--- src/sv/rama_pkg.sv ---
// Package: payload words, status codes and sequencer states for the rational unit.
`timescale 1ns / 1ps
`default_nettype none
package rama_pkg;

  localparam int DIV_BITS = 64;

  typedef enum logic [1:0] {
    ST_OK   = 2'd0,
    ST_ZDEN = 2'd1,
    ST_OVF  = 2'd2
  } status_t;

  typedef enum logic {
    ACT_ADD = 1'b0,
    ACT_MUL = 1'b1
  } action_t;

  typedef struct packed {
    logic               action;
    logic signed [31:0] a_num;
    logic signed [31:0] a_den;
    logic signed [31:0] b_num;
    logic signed [31:0] b_den;
  } in_word_t;

  typedef struct packed {
    logic signed [31:0] res_num;
    logic [30:0]        res_den;
    status_t            status;
  } out_word_t;

  typedef enum logic [4:0] {
    S_IDLE, S_CHECK, S_MULN, S_MULD, S_GCD, S_GCDW, S_QA, S_QAW, S_QB, S_QBW,
    S_LCD, S_TA, S_TB, S_COMB, S_RED, S_RN, S_RNW, S_RD, S_RDW, S_OUT
  } state_t;

endpackage
`default_nettype wire

--- src/sv/rama_div.sv ---
// Bit-serial restoring divider: one quotient bit per cycle.
`timescale 1ns / 1ps
`default_nettype none
module rama_div
  import rama_pkg::*;
(
  input  wire logic                clk,
  input  wire logic                rst_n,
  input  wire logic                start,
  input  wire logic [DIV_BITS-1:0] dividend,
  input  wire logic [DIV_BITS-1:0] divisor,
  output logic                     done,
  output logic [DIV_BITS-1:0]      quo,
  output logic [DIV_BITS-1:0]      rem
);

  localparam int CW = $clog2(DIV_BITS);

  logic                run_r;
  logic                done_r;
  logic [CW-1:0]       cnt_r;
  logic [DIV_BITS-1:0] d_r;
  logic [DIV_BITS-1:0] quo_r;
  logic [DIV_BITS-1:0] rem_r;
  logic [DIV_BITS:0]   rem_sh;
  logic [DIV_BITS:0]   diff;
  logic                ge;

  always_comb begin
    rem_sh = {rem_r, quo_r[DIV_BITS-1]};
    diff   = rem_sh - {1'b0, d_r};
    ge     = !diff[DIV_BITS];
  end

  always_ff @(posedge clk) begin
    if (!rst_n) begin
      run_r  <= 1'b0;
      done_r <= 1'b0;
      cnt_r  <= '0;
    end else begin
      done_r <= 1'b0;
      if (start) begin
        run_r <= 1'b1;
        cnt_r <= CW'(DIV_BITS - 1);
      end else if (run_r) begin
        cnt_r <= cnt_r - 1'b1;
        if (cnt_r == '0) begin
          run_r  <= 1'b0;
          done_r <= 1'b1;
        end
      end
    end
  end

  always_ff @(posedge clk) begin
    if (start) begin
      d_r   <= divisor;
      quo_r <= dividend;
      rem_r <= '0;
    end else if (run_r) begin
      quo_r <= {quo_r[DIV_BITS-2:0], ge};
      rem_r <= ge ? diff[DIV_BITS-1:0] : rem_sh[DIV_BITS-1:0];
    end
  end

  assign done = done_r;
  assign quo  = quo_r;
  assign rem  = rem_r;

endmodule
`default_nettype wire

--- src/sv/rational_add_multiply_reduce_unit.sv ---
// Top level: sequencer, shared multiplier and divider for fraction add/multiply.
`timescale 1ns / 1ps
`default_nettype none
// Adds or multiplies two 32-bit fractions and returns the result in lowest
// terms with a positive denominator. Raise start while busy is low; the word
// is taken on that edge and busy stays high until the result is shown. The
// result appears for exactly one cycle with out_valid high and cannot be held
// off. Latency is data dependent: every remainder or quotient goes through
// one bit-serial divider, whose pass launches, forms 64 quotient bits and
// signals done. The passes are, for add, the Euclid steps of
// gcd(|a_den|,|b_den|) plus 2, then for both operations, unless the sum or
// product is zero, the Euclid steps of the final reduction plus 2. A zero
// denominator input goes from S_IDLE to S_CHECK and straight back to
// S_IDLE, and its result is shown as it returns.
module rational_add_multiply_reduce_unit
  import rama_pkg::*;
#(
  parameter int WORD_BITS = 32
) (
  input  wire logic      clk,
  input  wire logic      rst_n,
  input  wire logic      start,
  output logic           busy,
  input  wire in_word_t  in_data,
  output logic           out_valid,
  output out_word_t      out_data
);

  localparam logic [63:0] LIM = 64'd1 << (WORD_BITS - 1);

  state_t state_r, state_nxt;

  logic        act_r;
  logic [31:0] ma_r, da_r, mb_r, db_r, qa_r, qb_r;
  logic        sa_r, sb_r, neg_r, phase_r;
  logic [63:0] x_r, y_r, mag_r, den_r, ta_r, tb_r;
  logic        out_valid_r;
  out_word_t   out_r;

  logic        div_start, div_done;
  logic [63:0] div_n, div_d, div_q, div_rem;
  logic [31:0] mul_x, mul_y;
  logic [63:0] prod;
  logic        ovf;

  function automatic logic [31:0] mag32(input logic [31:0] v);
    mag32 = v[31] ? (~v + 32'd1) : v;
  endfunction

  rama_div u_div (
    .clk      (clk),
    .rst_n    (rst_n),
    .start    (div_start),
    .dividend (div_n),
    .divisor  (div_d),
    .done     (div_done),
    .quo      (div_q),
    .rem      (div_rem)
  );

  always_ff @(posedge clk) begin
    if (!rst_n) state_r <= S_IDLE;
    else        state_r <= state_nxt;
  end

  always_comb begin
    state_nxt = state_r;
    div_start = 1'b0;
    div_n     = x_r;
    div_d     = y_r;
    mul_x     = ma_r;
    mul_y     = mb_r;
    unique case (state_r)
      S_IDLE:  if (start) state_nxt = S_CHECK;
      S_CHECK: begin
        if (da_r == '0 || db_r == '0) state_nxt = S_IDLE;
        else if (act_r == ACT_MUL)    state_nxt = S_MULN;
        else                          state_nxt = S_GCD;
      end
      S_MULN:  state_nxt = S_MULD;
      S_MULD: begin
        mul_x = da_r;
        mul_y = db_r;
        state_nxt = S_RED;
      end
      S_GCD: begin
        if (y_r == '0) begin
          state_nxt = phase_r ? S_RN : S_QA;
        end else begin
          div_start = 1'b1;
          state_nxt = S_GCDW;
        end
      end
      S_GCDW: if (div_done) state_nxt = S_GCD;
      S_QA: begin
        div_start = 1'b1;
        div_n     = {32'd0, da_r};
        div_d     = x_r;
        state_nxt = S_QAW;
      end
      S_QAW: if (div_done) state_nxt = S_QB;
      S_QB: begin
        div_start = 1'b1;
        div_n     = {32'd0, db_r};
        div_d     = x_r;
        state_nxt = S_QBW;
      end
      S_QBW: if (div_done) state_nxt = S_LCD;
      S_LCD: begin
        mul_x = qa_r;
        mul_y = db_r;
        state_nxt = S_TA;
      end
      S_TA: begin
        mul_x = ma_r;
        mul_y = qb_r;
        state_nxt = S_TB;
      end
      S_TB: begin
        mul_x = mb_r;
        mul_y = qa_r;
        state_nxt = S_COMB;
      end
      S_COMB: state_nxt = S_RED;
      S_RED:  state_nxt = (mag_r == '0) ? S_IDLE : S_GCD;
      S_RN: begin
        div_start = 1'b1;
        div_n     = mag_r;
        div_d     = x_r;
        state_nxt = S_RNW;
      end
      S_RNW: if (div_done) state_nxt = S_RD;
      S_RD: begin
        div_start = 1'b1;
        div_n     = den_r;
        div_d     = x_r;
        state_nxt = S_RDW;
      end
      S_RDW: if (div_done) state_nxt = S_OUT;
      S_OUT:  state_nxt = S_IDLE;
      default: state_nxt = S_IDLE;
    endcase
  end

  assign prod = {32'd0, mul_x} * {32'd0, mul_y};
  assign ovf  = (den_r > LIM - 64'd1) || (neg_r ? (mag_r > LIM) : (mag_r > LIM - 64'd1));

  always_ff @(posedge clk) begin
    if (!rst_n) begin
      out_valid_r <= 1'b0;
    end else begin
      out_valid_r <= 1'b0;
      if (state_r == S_CHECK && (da_r == '0 || db_r == '0)) out_valid_r <= 1'b1;
      if (state_r == S_RED && mag_r == '0)                  out_valid_r <= 1'b1;
      if (state_r == S_OUT)                                 out_valid_r <= 1'b1;
    end
  end

  always_ff @(posedge clk) begin
    unique case (state_r)
      S_IDLE: begin
        act_r <= in_data.action;
        ma_r  <= mag32(in_data.a_num);
        da_r  <= mag32(in_data.a_den);
        mb_r  <= mag32(in_data.b_num);
        db_r  <= mag32(in_data.b_den);
        sa_r  <= in_data.a_num[31] ^ in_data.a_den[31];
        sb_r  <= in_data.b_num[31] ^ in_data.b_den[31];
      end
      S_CHECK: begin
        x_r     <= {32'd0, da_r};
        y_r     <= {32'd0, db_r};
        phase_r <= 1'b0;
        out_r   <= '{res_num: '0, res_den: 31'd1, status: ST_ZDEN};
      end
      S_MULN: begin
        mag_r <= prod;
        neg_r <= sa_r ^ sb_r;
      end
      S_MULD: den_r <= prod;
      S_GCDW: begin
        if (div_done) begin
          x_r <= y_r;
          y_r <= div_rem;
        end
      end
      S_QAW:  if (div_done) qa_r <= div_q[31:0];
      S_QBW:  if (div_done) qb_r <= div_q[31:0];
      S_LCD:  den_r <= prod;
      S_TA:   ta_r <= prod;
      S_TB:   tb_r <= prod;
      S_COMB: begin
        if (sa_r == sb_r) begin
          mag_r <= ta_r + tb_r;
          neg_r <= sa_r;
        end else if (ta_r >= tb_r) begin
          mag_r <= ta_r - tb_r;
          neg_r <= sa_r;
        end else begin
          mag_r <= tb_r - ta_r;
          neg_r <= sb_r;
        end
      end
      S_RED: begin
        // seed the reduction gcd with (mag, den)
        x_r     <= mag_r;
        y_r     <= den_r;
        phase_r <= 1'b1;
        out_r   <= '{res_num: '0, res_den: 31'd1, status: ST_OK};
      end
      S_RNW:  if (div_done) mag_r <= div_q;
      S_RDW:  if (div_done) den_r <= div_q;
      S_OUT: begin
        if (ovf) begin
          out_r <= '{res_num: '0, res_den: 31'd1, status: ST_OVF};
        end else begin
          out_r.res_num <= neg_r ? (32'd0 - mag_r[31:0]) : mag_r[31:0];
          out_r.res_den <= den_r[30:0];
          out_r.status  <= ST_OK;
        end
      end
      default: ;
    endcase
  end

  assign busy      = (state_r != S_IDLE);
  assign out_valid = out_valid_r;
  assign out_data  = out_r;

  a_busy_after_start: assert property (@(posedge clk) disable iff (!rst_n)
    (start && !busy) |=> busy)
    else $error("busy not raised after accepted word");

  a_single_strobe: assert property (@(posedge clk) disable iff (!rst_n)
    out_valid |=> !out_valid)
    else $error("result strobe longer than one cycle");

  a_flag_zero: assert property (@(posedge clk) disable iff (!rst_n)
    (out_valid && out_data.status != ST_OK) |->
      (out_data.res_num == '0 && out_data.res_den == 31'd1))
    else $error("error result not 0/1");

  a_den_nonzero: assert property (@(posedge clk) disable iff (!rst_n)
    out_valid |-> (out_data.res_den != '0))
    else $error("zero denominator on output");

endmodule
`default_nettype wire

--- config.mk ---
export PLATFORM = sky130hd
export DESIGN_NAME = rational_add_multiply_reduce_unit
export DESIGN_NICKNAME = d
export VERILOG_FILES = /design/src/sv/rama_pkg.sv /design/src/sv/rama_div.sv /design/src/sv/rational_add_multiply_reduce_unit.sv
export SDC_FILE = /design/constraint.sdc
export NUM_CORES = 2
export LEC_CHECK = 0
export CAP_MARGIN = 30
export CORE_ASPECT_RATIO = 1.4
export CORE_MARGIN = 2
export CORE_UTILIZATION = 60
export DETAILED_ROUTE_END_ITERATION = 6
export DONT_BUFFER_PORTS = 1
export HOLD_SLACK_MARGIN = 0.05
export PLACE_DENSITY = 0.76
export RECOVER_POWER = 50
export SYNTH_ARGS = -nofsm -noshare
export SYNTH_HDL_FRONTEND = slang
export SYNTH_SLANG_ARGS = --single-unit
--- constraint.sdc ---
create_clock -name clk -period 16.1 [get_ports clk]
set_input_delay 3.22 -clock clk [delete_from_list [all_inputs] [get_ports clk]]
set_output_delay 3.22 -clock clk [all_outputs]
set_load 0.1 [all_outputs]
==> impl_results.html <==
<table>
<tr><th>Metric</th><th>Value</th></tr>
<tr><th colspan="2">Run status</th></tr>
<tr><td>Run status</td><td>finished, violations left</td></tr>
<tr><td>Failing checks</td><td>DRC, capacitance limit, slew limit</td></tr>
<tr><th colspan="2">Cells and area</th></tr>
<tr><td>Number of nets in the layout</td><td>10664</td></tr>
<tr><td>Area of all placed cells without fillers</td><td>91000 um2</td></tr>
<tr><td>Synth-to-layout area growth</td><td>5.96%</td></tr>
<tr><td>Most frequent standard cell in the layout excluding fill and tap cells</td><td>sky130_fd_sc_hd__nand2_1</td></tr>
<tr><td>Fraction of final layout cells with drive strength greater than 1</td><td>5.19%</td></tr>
<tr><td>Top library cells by usage in the layout, fill and taps aside</td><td>sky130_fd_sc_hd__nand2_1 (1222), sky130_fd_sc_hd__inv_1 (1176), sky130_fd_sc_hd__nor2_1 (1014)</td></tr>
<tr><th colspan="2">Global route</th></tr>
<tr><td>Number of global-route vias before repair</td><td>74963</td></tr>
<tr><td>GR Layer Usage met3</td><td>11.2%</td></tr>
<tr><td>Met1 GRT Util</td><td>53.3%</td></tr>
<tr><td>Pin count of the biggest net entering global routing</td><td>81</td></tr>
<tr><td>Number of antenna violations at the first check in global routing</td><td>9</td></tr>
<tr><td>GRT Overall Usage</td><td>46.7%</td></tr>
<tr><td>Met2 global-route usage</td><td>72.6%</td></tr>
<tr><td>Most congested layer reported by global routing</td><td>met2</td></tr>
<tr><td>Total grt overflow</td><td>0</td></tr>
<tr><td>First-pass GRT wire length</td><td>495000 um</td></tr>
<tr><th colspan="2">Setup path</th></tr>
<tr><td>Capturing element type of the critical path</td><td>register</td></tr>
<tr><td>Top cell by count, worst path</td><td>sky130_fd_sc_hd__fa_1</td></tr>
<tr><td>Startpoint class of the critical path</td><td>register</td></tr>
<tr><td>Data arrival at the endpoint of the critical path</td><td>14.76 ns</td></tr>
<tr><td>Critical path start-end classification</td><td>register to register</td></tr>
<tr><td>WP data required</td><td>16.54 ns</td></tr>
<tr><td>Worst path max stage delay</td><td>1.27 ns</td></tr>
<tr><td>CP max FO</td><td>45</td></tr>
<tr><td>Register-to-register path setup slack</td><td>1.79 ns</td></tr>
<tr><td>Slowest library cell on the worst path</td><td>sky130_fd_sc_hd__or3_2</td></tr>
<tr><th colspan="2">CTS</th></tr>
<tr><td>Clock sink count</td><td>852</td></tr>
<tr><td>Buffer cell driving the clock tree root</td><td>sky130_fd_sc_hd__clkbuf_16</td></tr>
<tr><td>Number of levels the H-tree was split into</td><td>3</td></tr>
<tr><td>Quantity of hold-fixing buffers added after cts</td><td>0</td></tr>
<tr><td>Post-CTS sizing</td><td>0</td></tr>
<tr><td>Max clock buf depth</td><td>3</td></tr>
<tr><td>CTS buffer count</td><td>85</td></tr>
<tr><td>Post-CTS setup-driven buffer insertion count</td><td>0</td></tr>
<tr><td>Clock Pin Slew Worst Setup and Hold Paths</td><td>0.07 ns</td></tr>
<tr><td>Clock tree from TritonCTS</td><td>done</td></tr>
<tr><td>Worst-Skew Late Latency</td><td>0.73 ns</td></tr>
<tr><th colspan="2">Floorplan</th></tr>
<tr><td>IO Pins</td><td>199</td></tr>
<tr><td>Core area</td><td>142000 um2</td></tr>
<tr><td>Vert. Die Dim</td><td>452 um</td></tr>
<tr><td>Die ar.</td><td>146000 um2</td></tr>
<tr><td>Starting density of the core</td><td>60.3%</td></tr>
<tr><td>Floorplan row count</td><td>164</td></tr>
<tr><td>Die span in x</td><td>324 um</td></tr>
<tr><th colspan="2">STA</th></tr>
<tr><td>RSZ-0062 raised after global routing</td><td>no</td></tr>
<tr><td>Minimum period implied by the final worst setup slack</td><td>14.31 ns</td></tr>
<tr><td>Peak clock frequency supported by timing</td><td>0.0699 GHz</td></tr>
<tr><td>Worst clock skew</td><td>0.0536 ns</td></tr>
<tr><td>Normalized max-slew margin</td><td>-169%</td></tr>
<tr><td>Number of setup violations in the final report</td><td>0</td></tr>
<tr><td>Post-route setup TNS</td><td>0 ns</td></tr>
<tr><td>Count of endpoints failing hold in the final timing report</td><td>0</td></tr>
<tr><td>Max-slew violation total from the final report</td><td>861</td></tr>
<tr><td>Slew at the pin closest to its max-slew limit</td><td>4.04 ns</td></tr>
<tr><td>Share of the cycle needed by the critical path after routing</td><td>88.9%</td></tr>
<tr><th colspan="2">Synth</th></tr>
<tr><td>Post-synthesis instance area</td><td>85900 um2</td></tr>
<tr><td>Leading register cell type out of synthesis</td><td>sky130_fd_sc_hd__edfxtp_1</td></tr>
<tr><td>Number of storage elements in the synthesis netlist</td><td>852</td></tr>
<tr><td>Count of cell types in the netlist</td><td>82</td></tr>
<tr><td>Mean post-synth cell area</td><td>9.18 um2</td></tr>
<tr><td>Sequential area share after synthesis</td><td>28.9%</td></tr>
<tr><td>Post-synthesis cell count</td><td>9355</td></tr>
<tr><td>Post-synth EDFFs</td><td>774</td></tr>
<tr><td>Async set-or-reset flop fraction in the synthesized netlist</td><td>0%</td></tr>
<tr><td>Number of nets in the synthesized netlist</td><td>10911</td></tr>
<tr><td>Yosys warning count</td><td>0</td></tr>
<tr><th colspan="2">Route</th></tr>
<tr><td>Remaining number of nets flagged by the antenna check after routing</td><td>0</td></tr>
<tr><td>Detailed-route wire length</td><td>344000 um</td></tr>
<tr><td>DR WL/cell</td><td>31.0 um</td></tr>
<tr><td>Router iterations before antenna repair</td><td>7</td></tr>
<tr><td>Number of design rule violations left after detail routing</td><td>175</td></tr>
<tr><td>Iter 0 DRT Violations</td><td>10301</td></tr>
<tr><td>Via density</td><td>6.76</td></tr>
<tr><td>Routed via count</td><td>74996</td></tr>
<tr><th colspan="2">Placed design</th></tr>
<tr><td>GP Congestion</td><td>1.10</td></tr>
<tr><td>Detailed Place HPWL</td><td>264000 um</td></tr>
<tr><td>Port Buffers</td><td>0</td></tr>
<tr><td>Placed instance area</td><td>88200 um2</td></tr>
<tr><th colspan="2">Run</th></tr>
<tr><td>Number of max-cap violations</td><td>18</td></tr>
<tr><th colspan="2">Worst hold path</th></tr>
<tr><td>Class of the tightest hold or removal check</td><td>register to register</td></tr>
</table>
[critical path, delay by kind of cell (launching register included)]
kind	cells	cell delay, ns
DFF	1	0.98
and+or+nand+nor	10	3.83
buffers and inverters	5	1.76
adders and majority gates	9	4.49
AOI/OAI and AO/OA	7	2.74
xor gates and xnor gates	1	0.15
[worst paths after layout]
check / start / end / cells past startpoint
worst max register to register: state_r[4] / mag_r[59] / 32
worst max-delay path: state_r[4] / mag_r[59] / 32
worst min-delay path: u_div.rem[1] / u_div.rem[2] / 2
worst min register to register: u_div.rem[1] / u_div.rem[2] / 2
[flip-flops by register name (all words and copies together), names as in the netlist, 5 cells and up]
register,count
qa_r,32
tb_r,64
da_r,32
x_r,64
ta_r,64
y_r,64
u_div.cnt_r,6
mag_r,64
u_div.rem,64
u_div.d_r,64
qb_r,32
den_r,64
ma_r,32
state_r,5
out_data,65
db_r,32
mb_r,32
u_div.quo,64
[stage by stage]
step | cells | util [%] | setup slack (ns) | hold slack (ns)
after floorplan | 9355 | - | 4.41 | 0.484
after global placement | 10910 | 61.8 | 3.05 | 0.507
after detailed placement | 10922 | 61.9 | 2.82 | 0.518
after CTS | 11081 | 63.9 | 2.76 | 0.530
after global routing | 11093 | 63.9 | 1.41 | 0.559
final | 11099 | 63.9 | 1.79 | 0.534
[cell usage after synthesis (52+ instances only)]
cell / number / area [um2]
sky130_fd_sc_hd__a211oi_1: 62 / 465
sky130_fd_sc_hd__a21o_1: 148 / 1110
sky130_fd_sc_hd__a21oi_1: 524 / 2620
sky130_fd_sc_hd__a221oi_1: 63 / 552
sky130_fd_sc_hd__a222oi_1: 66 / 661
sky130_fd_sc_hd__a22o_1: 104 / 911
sky130_fd_sc_hd__a22oi_1: 144 / 1080
sky130_fd_sc_hd__a31oi_1: 79 / 494
sky130_fd_sc_hd__and3_1: 56 / 350
sky130_fd_sc_hd__clkbuf_1: 481 / 1810
sky130_fd_sc_hd__dfxtp_1: 78 / 1560
sky130_fd_sc_hd__edfxtp_1: 774 / 23200
sky130_fd_sc_hd__fa_1: 900 / 18000
sky130_fd_sc_hd__ha_1: 524 / 6560
sky130_fd_sc_hd__inv_1: 1176 / 4410
sky130_fd_sc_hd__mux2_2: 65 / 732
sky130_fd_sc_hd__nand2_1: 1223 / 4590
sky130_fd_sc_hd__nand2b_1: 57 / 357
sky130_fd_sc_hd__nand3_1: 74 / 370
sky130_fd_sc_hd__nand4_1: 77 / 482
sky130_fd_sc_hd__nor2_1: 1022 / 3840
sky130_fd_sc_hd__nor3_1: 92 / 460
sky130_fd_sc_hd__nor4_1: 97 / 607
sky130_fd_sc_hd__o21a_1: 52 / 390
sky130_fd_sc_hd__o21ai_0: 368 / 1840
sky130_fd_sc_hd__o21bai_1: 68 / 510
sky130_fd_sc_hd__o31ai_1: 77 / 578
sky130_fd_sc_hd__or3_1: 52 / 325
sky130_fd_sc_hd__xnor2_1: 246 / 2150
sky130_fd_sc_hd__xor2_1: 89 / 780
[logic make-up (layout without fill, tap and decap cells)]
kind of cell | count (synthesis) | after routing | synth area share (%)
other | 0 | 10 | 0
xor gates and xnor gates | 335 | 335 | 3.42
DFF | 852 | 852 | 28.9
adders and majority gates | 1424 | 1424 | 28.6
buffers and inverters | 1697 | 1522 | 7.42
AOI/OAI and AO/OA | 2035 | 2035 | 15.8
and+or+nand+nor | 2912 | 2912 | 14.6
muxes | 100 | 100 | 1.26
[layout make-up]
class	count	area, um2
sequential	852	24800
timing repair buffer	183	1430
tap	1909	2390
clock buffer	101	2220
multi-input combinational	6806	55100
clock inverter	58	636
fill	11847	51400
inverter	1180	4430
antenna	10	25.0
[routing by layer]
metal	wire length, um	part of all wire [%]
met1	111000	32
met2	153000	45
met3	39500	11
met4	40300	12
met5	34	0.0099
Power is left out: the tool's default activity adds up to more than one toggle a clock period on the data nets, which glitch-free logic cannot reach.
